File: src/hw/rtl/ksa_pkg.sv
// ----------------------------------------------------------------------------
// ksa_pkg
// Shared types and codes for the keyed slot allocator.
// ----------------------------------------------------------------------------
package ksa_pkg;

    localparam int KEY_W   = 32;
    localparam int CMD_W   = 2;
    localparam int STAT_W  = 2;
    localparam int SLOT_W  = 6;
    localparam int OFFS_W  = 18;
    localparam int CSIZE_W = 13;
    localparam int PROD_W  = SLOT_W + CSIZE_W;

    localparam logic [CSIZE_W-1:0] CSIZE_RESET = 13'd1;

    localparam logic [CMD_W-1:0] CMD_ALLOC  = 2'd0;
    localparam logic [CMD_W-1:0] CMD_LOOKUP = 2'd1;
    localparam logic [CMD_W-1:0] CMD_FREE   = 2'd2;

    localparam logic [STAT_W-1:0] STAT_OK        = 2'd0;
    localparam logic [STAT_W-1:0] STAT_PRESENT   = 2'd1;
    localparam logic [STAT_W-1:0] STAT_NOT_FOUND = 2'd2;
    localparam logic [STAT_W-1:0] STAT_FULL      = 2'd3;

    typedef struct packed {
        logic [CMD_W-1:0] cmd;
        logic [KEY_W-1:0] entity_key;
    } ksa_req_t;

    typedef struct packed {
        logic [STAT_W-1:0] status;
        logic [SLOT_W-1:0] slot_index;
        logic [OFFS_W-1:0] byte_offset;
    } ksa_rsp_t;

    typedef struct packed {
        logic rd_en;
        logic wr_en;
        logic wr_live;
    } ksa_tbl_ctl_t;

    typedef struct packed {
        logic push;
        logic pop;
    } ksa_stk_ctl_t;

    typedef enum logic [2:0] {
        S_CLEAR,
        S_IDLE,
        S_SCAN,
        S_DECIDE,
        S_POP,
        S_ALLOC,
        S_RESP
    } ksa_state_t;

endpackage

File: src/hw/rtl/keyed_slot_allocator.sv
// ----------------------------------------------------------------------------
// keyed_slot_allocator
// Maps 32-bit entity keys to storage slots with a LIFO free list.
// ----------------------------------------------------------------------------
//  channel   ports                                    dir   payload
//  request   s_valid / s_ready / s_data               in    ksa_req_t
//  result    m_valid / m_ready / m_data               out   ksa_rsp_t
//  config    cfg_wr_en / cfg_wr_data                  in    component size
//
//  One request at a time. After the accept, the key table is scanned
//  through one comparator until a hit or the last slot, then decide, pop,
//  write and result load follow. After reset a clearing pass resets the
//  live bits; s_ready stays low during it. A held result does not block
//  accepting the next request, but that request waits at its result load
//  until the held result is taken.
// ----------------------------------------------------------------------------
module keyed_slot_allocator #(
    parameter int MAX_SLOTS = 64
) (
    input  logic                         aclk,
    input  logic                         aresetn,
    input  logic                         s_valid,
    output logic                         s_ready,
    input  ksa_pkg::ksa_req_t            s_data,
    output logic                         m_valid,
    input  logic                         m_ready,
    output ksa_pkg::ksa_rsp_t            m_data,
    input  logic                         cfg_wr_en,
    input  logic [ksa_pkg::CSIZE_W-1:0]  cfg_wr_data
);

    localparam int AW = $clog2(MAX_SLOTS);
    localparam int DW = $clog2(MAX_SLOTS + 1);

    logic [ksa_pkg::CSIZE_W-1:0] csize_reg;
    ksa_pkg::ksa_tbl_ctl_t       tbl_ctl;
    logic [AW-1:0]               tbl_rd_addr;
    logic [AW-1:0]               tbl_wr_addr;
    logic [ksa_pkg::KEY_W-1:0]   tbl_wr_key;
    logic [ksa_pkg::KEY_W-1:0]   tbl_rd_key;
    logic                        tbl_rd_live;
    ksa_pkg::ksa_stk_ctl_t       stk_ctl;
    logic [AW-1:0]               stk_push_slot;
    logic [DW-1:0]               stk_depth;
    logic [AW-1:0]               stk_top;

    always_ff @(posedge aclk) begin
        if (!aresetn) begin
            csize_reg <= ksa_pkg::CSIZE_RESET;
        end else if (cfg_wr_en) begin
            csize_reg <= cfg_wr_data;
        end
    end

    ksa_table #(
        .MAX_SLOTS (MAX_SLOTS)
    ) u_tbl (
        .aclk    (aclk),
        .ctl     (tbl_ctl),
        .rd_addr (tbl_rd_addr),
        .wr_addr (tbl_wr_addr),
        .wr_key  (tbl_wr_key),
        .rd_key  (tbl_rd_key),
        .rd_live (tbl_rd_live)
    );

    ksa_stack #(
        .MAX_SLOTS (MAX_SLOTS)
    ) u_stk (
        .aclk      (aclk),
        .aresetn   (aresetn),
        .ctl       (stk_ctl),
        .push_slot (stk_push_slot),
        .depth     (stk_depth),
        .top_slot  (stk_top)
    );

    ksa_ctrl #(
        .MAX_SLOTS (MAX_SLOTS)
    ) u_ctrl (
        .aclk          (aclk),
        .aresetn       (aresetn),
        .s_valid       (s_valid),
        .s_ready       (s_ready),
        .s_data        (s_data),
        .m_valid       (m_valid),
        .m_ready       (m_ready),
        .m_data        (m_data),
        .csize         (csize_reg),
        .tbl_ctl       (tbl_ctl),
        .tbl_rd_addr   (tbl_rd_addr),
        .tbl_wr_addr   (tbl_wr_addr),
        .tbl_wr_key    (tbl_wr_key),
        .tbl_rd_key    (tbl_rd_key),
        .tbl_rd_live   (tbl_rd_live),
        .stk_ctl       (stk_ctl),
        .stk_push_slot (stk_push_slot),
        .stk_depth     (stk_depth),
        .stk_top       (stk_top)
    );

endmodule

File: src/hw/rtl/ksa_table.sv
// ----------------------------------------------------------------------------
// ksa_table
// Slot owner keys and live bits, one read port and one write port each.
// ----------------------------------------------------------------------------
module ksa_table #(
    parameter int MAX_SLOTS = 64
) (
    input  logic                          aclk,
    input  ksa_pkg::ksa_tbl_ctl_t         ctl,
    input  logic [$clog2(MAX_SLOTS)-1:0]  rd_addr,
    input  logic [$clog2(MAX_SLOTS)-1:0]  wr_addr,
    input  logic [ksa_pkg::KEY_W-1:0]     wr_key,
    output logic [ksa_pkg::KEY_W-1:0]     rd_key,
    output logic                          rd_live
);

    localparam int AW = $clog2(MAX_SLOTS);

    logic [ksa_pkg::KEY_W-1:0] owner_mem [MAX_SLOTS];
    logic                      live_mem  [MAX_SLOTS];
    logic [ksa_pkg::KEY_W-1:0] rd_key_reg;
    logic                      rd_live_reg;

    // owner key only written on allocate
    always_ff @(posedge aclk) begin
        if (ctl.wr_en && ctl.wr_live) begin
            owner_mem[wr_addr] <= wr_key;
        end
        if (ctl.rd_en) begin
            rd_key_reg <= owner_mem[rd_addr];
        end
    end

    always_ff @(posedge aclk) begin
        if (ctl.wr_en) begin
            live_mem[wr_addr] <= ctl.wr_live;
        end
        if (ctl.rd_en) begin
            rd_live_reg <= live_mem[rd_addr];
        end
    end

    assign rd_key  = rd_key_reg;
    assign rd_live = rd_live_reg;

endmodule

File: src/hw/rtl/ksa_stack.sv
// ----------------------------------------------------------------------------
// ksa_stack
// LIFO of freed slots with its depth counter.
// ----------------------------------------------------------------------------
module ksa_stack #(
    parameter int MAX_SLOTS = 64
) (
    input  logic                              aclk,
    input  logic                              aresetn,
    input  ksa_pkg::ksa_stk_ctl_t             ctl,
    input  logic [$clog2(MAX_SLOTS)-1:0]      push_slot,
    output logic [$clog2(MAX_SLOTS + 1)-1:0]  depth,
    output logic [$clog2(MAX_SLOTS)-1:0]      top_slot
);

    localparam int AW = $clog2(MAX_SLOTS);
    localparam int DW = $clog2(MAX_SLOTS + 1);

    logic [AW-1:0] stack_mem [MAX_SLOTS];
    logic [DW-1:0] depth_reg;
    logic [DW-1:0] depth_next;
    logic [AW-1:0] top_reg;
    logic [AW-1:0] pop_addr;

    assign pop_addr = AW'(depth_reg - DW'(1));

    always_comb begin
        depth_next = depth_reg;
        if (ctl.push) begin
            depth_next = depth_reg + DW'(1);
        end else if (ctl.pop) begin
            depth_next = depth_reg - DW'(1);
        end
    end

    always_ff @(posedge aclk) begin
        if (!aresetn) begin
            depth_reg <= '0;
        end else begin
            depth_reg <= depth_next;
        end
    end

    always_ff @(posedge aclk) begin
        if (ctl.push) begin
            stack_mem[depth_reg[AW-1:0]] <= push_slot;
        end
        if (ctl.pop) begin
            top_reg <= stack_mem[pop_addr];
        end
    end

    assign depth    = depth_reg;
    assign top_slot = top_reg;

endmodule

File: src/hw/rtl/ksa_ctrl.sv
// ----------------------------------------------------------------------------
// ksa_ctrl
// Sequencer: key scan through one shared comparator, update, result register.
// ----------------------------------------------------------------------------
module ksa_ctrl #(
    parameter int MAX_SLOTS = 64
) (
    input  logic                              aclk,
    input  logic                              aresetn,
    input  logic                              s_valid,
    output logic                              s_ready,
    input  ksa_pkg::ksa_req_t                 s_data,
    output logic                              m_valid,
    input  logic                              m_ready,
    output ksa_pkg::ksa_rsp_t                 m_data,
    input  logic [ksa_pkg::CSIZE_W-1:0]       csize,
    output ksa_pkg::ksa_tbl_ctl_t             tbl_ctl,
    output logic [$clog2(MAX_SLOTS)-1:0]      tbl_rd_addr,
    output logic [$clog2(MAX_SLOTS)-1:0]      tbl_wr_addr,
    output logic [ksa_pkg::KEY_W-1:0]         tbl_wr_key,
    input  logic [ksa_pkg::KEY_W-1:0]         tbl_rd_key,
    input  logic                              tbl_rd_live,
    output ksa_pkg::ksa_stk_ctl_t             stk_ctl,
    output logic [$clog2(MAX_SLOTS)-1:0]      stk_push_slot,
    input  logic [$clog2(MAX_SLOTS + 1)-1:0]  stk_depth,
    input  logic [$clog2(MAX_SLOTS)-1:0]      stk_top
);

    localparam int AW = $clog2(MAX_SLOTS);
    localparam int DW = $clog2(MAX_SLOTS + 1);
    localparam logic [AW-1:0] LAST_SLOT = AW'(MAX_SLOTS - 1);
    localparam logic [DW-1:0] SLOT_CNT  = DW'(MAX_SLOTS);

    ksa_pkg::ksa_state_t state_reg;
    ksa_pkg::ksa_state_t state_next;

    logic [AW-1:0]                 scan_addr_reg;
    logic                          last_issued_reg;
    logic                          cmp_vld_reg;
    logic [AW-1:0]                 cmp_idx_reg;
    logic                          found_reg;
    logic [AW-1:0]                 found_idx_reg;
    logic [AW-1:0]                 pick_reg;
    logic [DW-1:0]                 live_count_reg;
    logic                          m_valid_reg;
    logic [ksa_pkg::CMD_W-1:0]     cmd_reg;
    logic [ksa_pkg::KEY_W-1:0]     key_reg;
    logic [ksa_pkg::STAT_W-1:0]    res_status_reg;
    logic [AW-1:0]                 res_slot_reg;
    ksa_pkg::ksa_rsp_t             m_data_reg;

    logic                          hit;
    logic                          scan_done;
    logic                          is_alloc;
    logic                          is_free;
    logic                          can_pop;
    logic                          can_new;
    logic                          load_rsp;
    logic [ksa_pkg::SLOT_W-1:0]    slot_out;
    logic [ksa_pkg::PROD_W-1:0]    prod;

    assign hit       = cmp_vld_reg && tbl_rd_live && (tbl_rd_key == key_reg);
    assign scan_done = cmp_vld_reg && (cmp_idx_reg == LAST_SLOT);
    assign is_alloc  = (cmd_reg == ksa_pkg::CMD_ALLOC);
    assign is_free   = (cmd_reg == ksa_pkg::CMD_FREE);
    assign can_pop   = (stk_depth != '0) && (stk_depth <= SLOT_CNT);
    assign can_new   = (live_count_reg < SLOT_CNT);
    assign slot_out  = ksa_pkg::SLOT_W'(res_slot_reg);
    assign prod      = ksa_pkg::PROD_W'(slot_out) * ksa_pkg::PROD_W'(csize);

    // next state
    always_comb begin
        state_next = state_reg;
        unique case (state_reg)
            ksa_pkg::S_CLEAR: begin
                if (scan_addr_reg == LAST_SLOT) begin
                    state_next = ksa_pkg::S_IDLE;
                end
            end
            ksa_pkg::S_IDLE: begin
                if (s_valid) begin
                    state_next = ksa_pkg::S_SCAN;
                end
            end
            ksa_pkg::S_SCAN: begin
                if (hit || scan_done) begin
                    state_next = ksa_pkg::S_DECIDE;
                end
            end
            ksa_pkg::S_DECIDE: begin
                priority if (is_alloc && !found_reg && can_pop) begin
                    state_next = ksa_pkg::S_POP;
                end else if (is_alloc && !found_reg && can_new) begin
                    state_next = ksa_pkg::S_ALLOC;
                end else begin
                    state_next = ksa_pkg::S_RESP;
                end
            end
            ksa_pkg::S_POP: begin
                state_next = ksa_pkg::S_ALLOC;
            end
            ksa_pkg::S_ALLOC: begin
                state_next = ksa_pkg::S_RESP;
            end
            ksa_pkg::S_RESP: begin
                if (load_rsp) begin
                    state_next = ksa_pkg::S_IDLE;
                end
            end
            default: begin
                state_next = ksa_pkg::S_CLEAR;
            end
        endcase
    end

    // outputs
    always_comb begin
        s_ready       = 1'b0;
        load_rsp      = 1'b0;
        tbl_ctl       = '0;
        stk_ctl       = '0;
        tbl_wr_addr   = pick_reg;
        unique case (state_reg)
            ksa_pkg::S_CLEAR: begin
                tbl_ctl.wr_en = 1'b1;
                tbl_wr_addr   = scan_addr_reg;
            end
            ksa_pkg::S_IDLE: begin
                s_ready = 1'b1;
            end
            ksa_pkg::S_SCAN: begin
                tbl_ctl.rd_en = !last_issued_reg;
            end
            ksa_pkg::S_DECIDE: begin
                if (is_free && found_reg) begin
                    tbl_ctl.wr_en = 1'b1;
                    tbl_wr_addr   = found_idx_reg;
                    stk_ctl.push  = (stk_depth < SLOT_CNT);
                end
                if (is_alloc && !found_reg && can_pop) begin
                    stk_ctl.pop = 1'b1;
                end
            end
            ksa_pkg::S_POP: begin
            end
            ksa_pkg::S_ALLOC: begin
                tbl_ctl.wr_en   = 1'b1;
                tbl_ctl.wr_live = 1'b1;
            end
            ksa_pkg::S_RESP: begin
                load_rsp = !m_valid_reg || m_ready;
            end
            default: begin
            end
        endcase
    end

    assign tbl_rd_addr   = scan_addr_reg;
    assign tbl_wr_key    = key_reg;
    assign stk_push_slot = found_idx_reg;

    always_ff @(posedge aclk) begin
        if (!aresetn) begin
            state_reg <= ksa_pkg::S_CLEAR;
        end else begin
            state_reg <= state_next;
        end
    end

    // control registers
    always_ff @(posedge aclk) begin
        if (!aresetn) begin
            scan_addr_reg   <= '0;
            last_issued_reg <= 1'b0;
            cmp_vld_reg     <= 1'b0;
            live_count_reg  <= '0;
            m_valid_reg     <= 1'b0;
        end else begin
            cmp_vld_reg <= tbl_ctl.rd_en;
            if (state_reg == ksa_pkg::S_CLEAR || tbl_ctl.rd_en) begin
                scan_addr_reg <= (scan_addr_reg == LAST_SLOT) ? '0
                                                             : scan_addr_reg + AW'(1);
            end
            if (tbl_ctl.rd_en) begin
                last_issued_reg <= (scan_addr_reg == LAST_SLOT);
            end
            if (s_valid && s_ready) begin
                scan_addr_reg   <= '0;
                last_issued_reg <= 1'b0;
            end
            if (state_reg == ksa_pkg::S_DECIDE && is_free && found_reg
                    && live_count_reg != '0) begin
                live_count_reg <= live_count_reg - DW'(1);
            end
            if (state_reg == ksa_pkg::S_ALLOC) begin
                live_count_reg <= live_count_reg + DW'(1);
            end
            m_valid_reg <= load_rsp || (m_valid_reg && !m_ready);
        end
    end

    // payload registers
    always_ff @(posedge aclk) begin
        cmp_idx_reg <= scan_addr_reg;
        if (s_valid && s_ready) begin
            cmd_reg   <= s_data.cmd;
            key_reg   <= s_data.entity_key;
            found_reg <= 1'b0;
        end
        if (state_reg == ksa_pkg::S_SCAN && hit) begin
            found_reg     <= 1'b1;
            found_idx_reg <= cmp_idx_reg;
        end
        if (state_reg == ksa_pkg::S_DECIDE) begin
            if (is_alloc) begin
                res_slot_reg <= '0;
                if (found_reg) begin
                    res_status_reg <= ksa_pkg::STAT_PRESENT;
                end else if (!can_pop && !can_new) begin
                    res_status_reg <= ksa_pkg::STAT_FULL;
                end
                pick_reg <= live_count_reg[AW-1:0];
            end else if (found_reg) begin
                res_status_reg <= ksa_pkg::STAT_OK;
                res_slot_reg   <= found_idx_reg;
            end else begin
                res_status_reg <= ksa_pkg::STAT_NOT_FOUND;
                res_slot_reg   <= '0;
            end
        end
        if (state_reg == ksa_pkg::S_POP) begin
            pick_reg <= stk_top;
        end
        if (state_reg == ksa_pkg::S_ALLOC) begin
            res_status_reg <= ksa_pkg::STAT_OK;
            res_slot_reg   <= pick_reg;
        end
        if (load_rsp) begin
            m_data_reg.status      <= res_status_reg;
            m_data_reg.slot_index  <= slot_out;
            m_data_reg.byte_offset <= prod[ksa_pkg::OFFS_W-1:0];
        end
    end

    assign m_valid = m_valid_reg;
    assign m_data  = m_data_reg;

    a_no_overwrite: assert property (@(posedge aclk) disable iff (!aresetn)
        load_rsp |-> (!m_valid_reg || m_ready))
        else $error("result register overwritten while held");

    a_slot_budget: assert property (@(posedge aclk) disable iff (!aresetn)
        ((DW+1)'(live_count_reg) + (DW+1)'(stk_depth)) <= (DW+1)'(MAX_SLOTS))
        else $error("live count plus free depth exceeds slot count");

    a_err_zero: assert property (@(posedge aclk) disable iff (!aresetn)
        (m_valid_reg && m_data_reg.status != ksa_pkg::STAT_OK)
            |-> (m_data_reg.slot_index == '0 && m_data_reg.byte_offset == '0))
        else $error("error result carries nonzero slot or offset");

    a_accept_scans: assert property (@(posedge aclk) disable iff (!aresetn)
        (s_valid && s_ready) |=> (state_reg == ksa_pkg::S_SCAN && !cmp_vld_reg))
        else $error("accepted request did not start a clean scan");

    a_one_op: assert property (@(posedge aclk) disable iff (!aresetn)
        !(stk_ctl.push && stk_ctl.pop))
        else $error("push and pop in the same cycle");

endmodule
File: config.mk
export PLATFORM = sky130hd
export DESIGN_NAME = keyed_slot_allocator
export DESIGN_NICKNAME = d
export VERILOG_FILES = /design/src/hw/rtl/ksa_pkg.sv /design/src/hw/rtl/keyed_slot_allocator.sv /design/src/hw/rtl/ksa_table.sv /design/src/hw/rtl/ksa_stack.sv /design/src/hw/rtl/ksa_ctrl.sv
export SDC_FILE = /design/constraint.sdc
export NUM_CORES = 2
export LEC_CHECK = 0
export BUFFER_PORTS_ARGS = -buffer_cell sky130_fd_sc_hd__buf_4
export CAP_MARGIN = 20
export CORE_AREA = 4 4 463 465
export DETAILED_ROUTE_END_ITERATION = 8
export DIE_AREA = 0 0 467 469
export GPL_ROUTABILITY_DRIVEN = 1
export PLACE_DENSITY = 0.75
export SYNTH_ARGS = -nofsm -noshare
export SYNTH_HDL_FRONTEND = slang
export SYNTH_SLANG_ARGS = --single-unit
File: constraint.sdc
create_clock -name aclk -period 4.6 [get_ports aclk]
set_input_delay 0.92 -clock aclk [delete_from_list [all_inputs] [get_ports aclk]]
set_output_delay 0.92 -clock aclk [all_outputs]
set_load 0.02 [all_outputs]
==> results.json <==
{
  "outcome": "finished, final reports clean",
  "synthMuxAreaShare_pct": 16.65,
  "largest_register": "u_tbl.owner_mem",
  "worst_hold_slack_ns": 0.1755,
  "ys.flop_type": "edfxtp_1",
  "antenna_left": 0,
  "r2r_slack_ns": 0.24,
  "syn-num-nets": 4891,
  "synth_compound_area_share_pct": 1.566,
  "final-max-slew-violation-count": 0,
  "yosys.area_share.adder_pct": 1.279,
  "synth-seq-cells": 2661,
  "die_y_um": 469,
  "n_fill_cell": 14630,
  "finalCritPeriodShare_pct": 94.68,
  "grt_overflow": 0,
  "grt_max_degree": 81,
  "htree_levels": 5,
  "yosys_warnings": 0,
  "vias": 50830,
  "cts_tree": "done",
  "grt_pass1_wl_mm": 364.4,
  "synth-edff-count": 2613,
  "synth_top_area_share_pct": 74.97,
  "p_per_area_nw_per_um2": 502.0,
  "cts.sinks": 2661,
  "antenna_found_initial": 5,
  "synth.most_common_cell": "edfxtp_1",
  "drive_gt1_share_pct": 28.01,
  "clk_pin_slew_worst_paths_ns": 0.06,
  "cpMostUsedCell": "fa_1",
  "syn_area_per_cell_um2": 21.99,
  "critPathArrivalTime_ns": 5.02,
  "power.total_w": 0.05975,
  "path_max_fanout": 14,
  "die_w_um": 467,
  "firstDrtPassIters": 5,
  "synth-seq-area-share_pct": 75.89,
  "clkLatencyLatePin_ns": 0.94,
  "numCtsBuffers": 282,
  "cp.required_ns": 5.26,
  "critPathMaxStageDelay_ns": 0.56,
  "clockRootBuffer": "clkbuf_16",
  "wirelength_mm": 248.1,
  "syn_inst": 4759,
  "vias_per_cell": 6.307,
  "maxCapViolCount": 0,
  "synthTopCellsByArea": "edfxtp_1, mux4_2, dfxtp_1, nor2_1, fa_1",
  "min_path_type": "in -> reg",
  "io_pins": 80,
  "area_delta_synth_final_pct": 13.71,
  "regArea_um2": 79450,
  "gp_congestion": 0.8487,
  "cts_max_path_buffers": 4,
  "slowest_stage": "edfxtp_1",
  "slew_headroom_pct": 23.49,
  "endpoint_kind": "flop",
  "synth.lib_cells_used.distinct": 65,
  "synth_commonest_cells": "edfxtp_1, mux4_2, nor2_1, clkbuf_1, buf_2",
  "worst_pin_slew_ns": 1.142,
  "async_reset_ff_share_pct": 0,
  "synth-simple-area-share_pct": 2.692,
  "track_usage_pct": 22.88,
  "place_area_um2": 110200,
  "initial_core_util_pct": 49.94,
  "post_cts_buffers": 0,
  "layout_min_cycle_time_ns": 4.355,
  "start_kind": "flop",
  "r2r-start": "u_ctrl.res_slot_reg[0]",
  "fp-row-count": 168,
  "multi_input_area_um2": 24290,
  "hold_viol": 0,
  "synth_top_family_by_area": "multiplexers",
  "grt_pass1_vias": 52250,
  "hpwl_mm": 137.3,
  "path_class": "reg -> reg",
  "irDropWorstVdd_mv": 0.3451,
  "worstHoldPathCells": 1,
  "cts_resized": 0,
  "hold_buffers": 0,
  "worstHoldStart": "s_data[19]",
  "crit_chain": "and2_1, fa_1, inv_1, fa_1, fa_1, inv_1, ha_1, a211oi_1, o21bai_1, a21oi_1, o221ai_1, a41oi_1, xnor2_1",
  "drc": 0,
  "drtIter0Drc": 7452,
  "setup_tns_ns": 0,
  "die_area_um2": 219000,
  "finalInstanceArea_um2": 119000,
  "finalClockSkew_ns": 0.05324,
  "r2r-end": "u_ctrl.m_data[17]",
  "coreArea_um2": 209600,
  "synth_area_leader_cell": "edfxtp_1",
  "post_drt_wl_per_cell_um": 30.78,
  "min_to": "u_ctrl.tbl_wr_key[19]",
  "largest_register_ff_count": 2048,
  "layout.nets": 5186,
  "grt_setup_unrepaired": "false",
  "p_leak_nw": 36.64,
  "io_buffers": 79,
  "reg2regPathDepth": 13,
  "synth_xor_xnor_area_share_pct": 0.5188,
  "setup_viol": 0,
  "syn-cell-area_um2": 104700,
  "clock.fmax_mhz": 229.6
}
cell type report:
type                       count  area share, %
clock buffer                 343          6.255
sequential                  2661          66.76
tap                         2805          2.949
antenna                        3       0.006308
timing repair buffer         258          2.248
clock inverter               139          1.151
inverter                      71         0.2239
multi-input combinational   1780          20.41
logic make-up (layout without fill, tap and decap cells):
| family | count (synthesis) | after routing |
|---|---|---|
| AOI/OAI and AO/OA | 239 | 239 |
| xor gates and xnor gates | 62 | 62 |
| adders and majority gates | 80 | 80 |
| buffers and inverters | 318 | 811 |
| DFF | 2661 | 2661 |
| muxes | 818 | 818 |
| other | 0 | 3 |
| and+or+nand+nor | 581 | 581 |
worst max-delay path, delay by kind of cell, from the launching register on:
family                   cells  cell delay (ns)
XOR/XNOR                     1             0.08
AO/OA/AOI/OAI                5             1.25
buffers and inverters        2             0.10
adder cells (fa/ha/maj)      4             1.85
AND/OR/NAND/NOR              1             0.26
flip-flops                   1             0.56
worst max-delay path by stage:
stage | endpoint | start | slack, ns
after floorplan | u_tbl.owner_mem[1][0] | u_ctrl.stk_push_slot[0] | 0.62
after global placement | u_ctrl.m_data[17] | u_ctrl.res_slot_reg[0] | 0.32
after detailed placement | u_ctrl.m_data[17] | u_ctrl.res_slot_reg[0] | 0.26
after CTS | u_ctrl.m_data[17] | u_ctrl.res_slot_reg[0] | 0.25
after global routing | u_ctrl.m_data[17] | u_ctrl.res_slot_reg[0] | 0.03
final | u_ctrl.m_data[17] | u_ctrl.res_slot_reg[0] | 0.24
power breakdown:
group,internal (W),switching [W]
combinational,0.00480,0.00544
clock,0.0129,0.00900
sequential,0.0272,0.000378
placed cells by master, fill, tap and decap left out, drive strengths merged, types with 35 or more instances in the layout:
master	synthesis	final
edfxtp	2613	2613
dfxtp	48	48
mux2i	74	74
a21oi	58	58
fa	45	45
clkinv	0	93
clkbuf	106	343
inv	71	81
and2	77	77
nand2	83	83
o22ai	38	38
buf	141	258
nor2	244	244
a211oi	42	42
ha	35	35
nor2b	61	61
mux4	738	738
xnor2	35	35
metal layers:
metal	GRT usage (%)	part of all wire, %	up-vias
met3	4.401	9.1	577
li1	-	-	20410
met1	31.01	37	26790
met2	37.10	50	3056
met5	0	0.0036	-
met4	9.108	4.3	2
per-stage QoR:
step / util [%] / instances / setup slack (ns)
after floorplan: - / 4759 / 0.6202
after global placement: 52.58 / 7575 / 0.3175
after detailed placement: 52.58 / 7575 / 0.2595
after CTS: 56.78 / 8057 / 0.2528
after global routing: 56.78 / 8058 / 0.02617
final: 56.79 / 8060 / 0.2446
No activity file was read; power rests on OpenSTA's default activity.
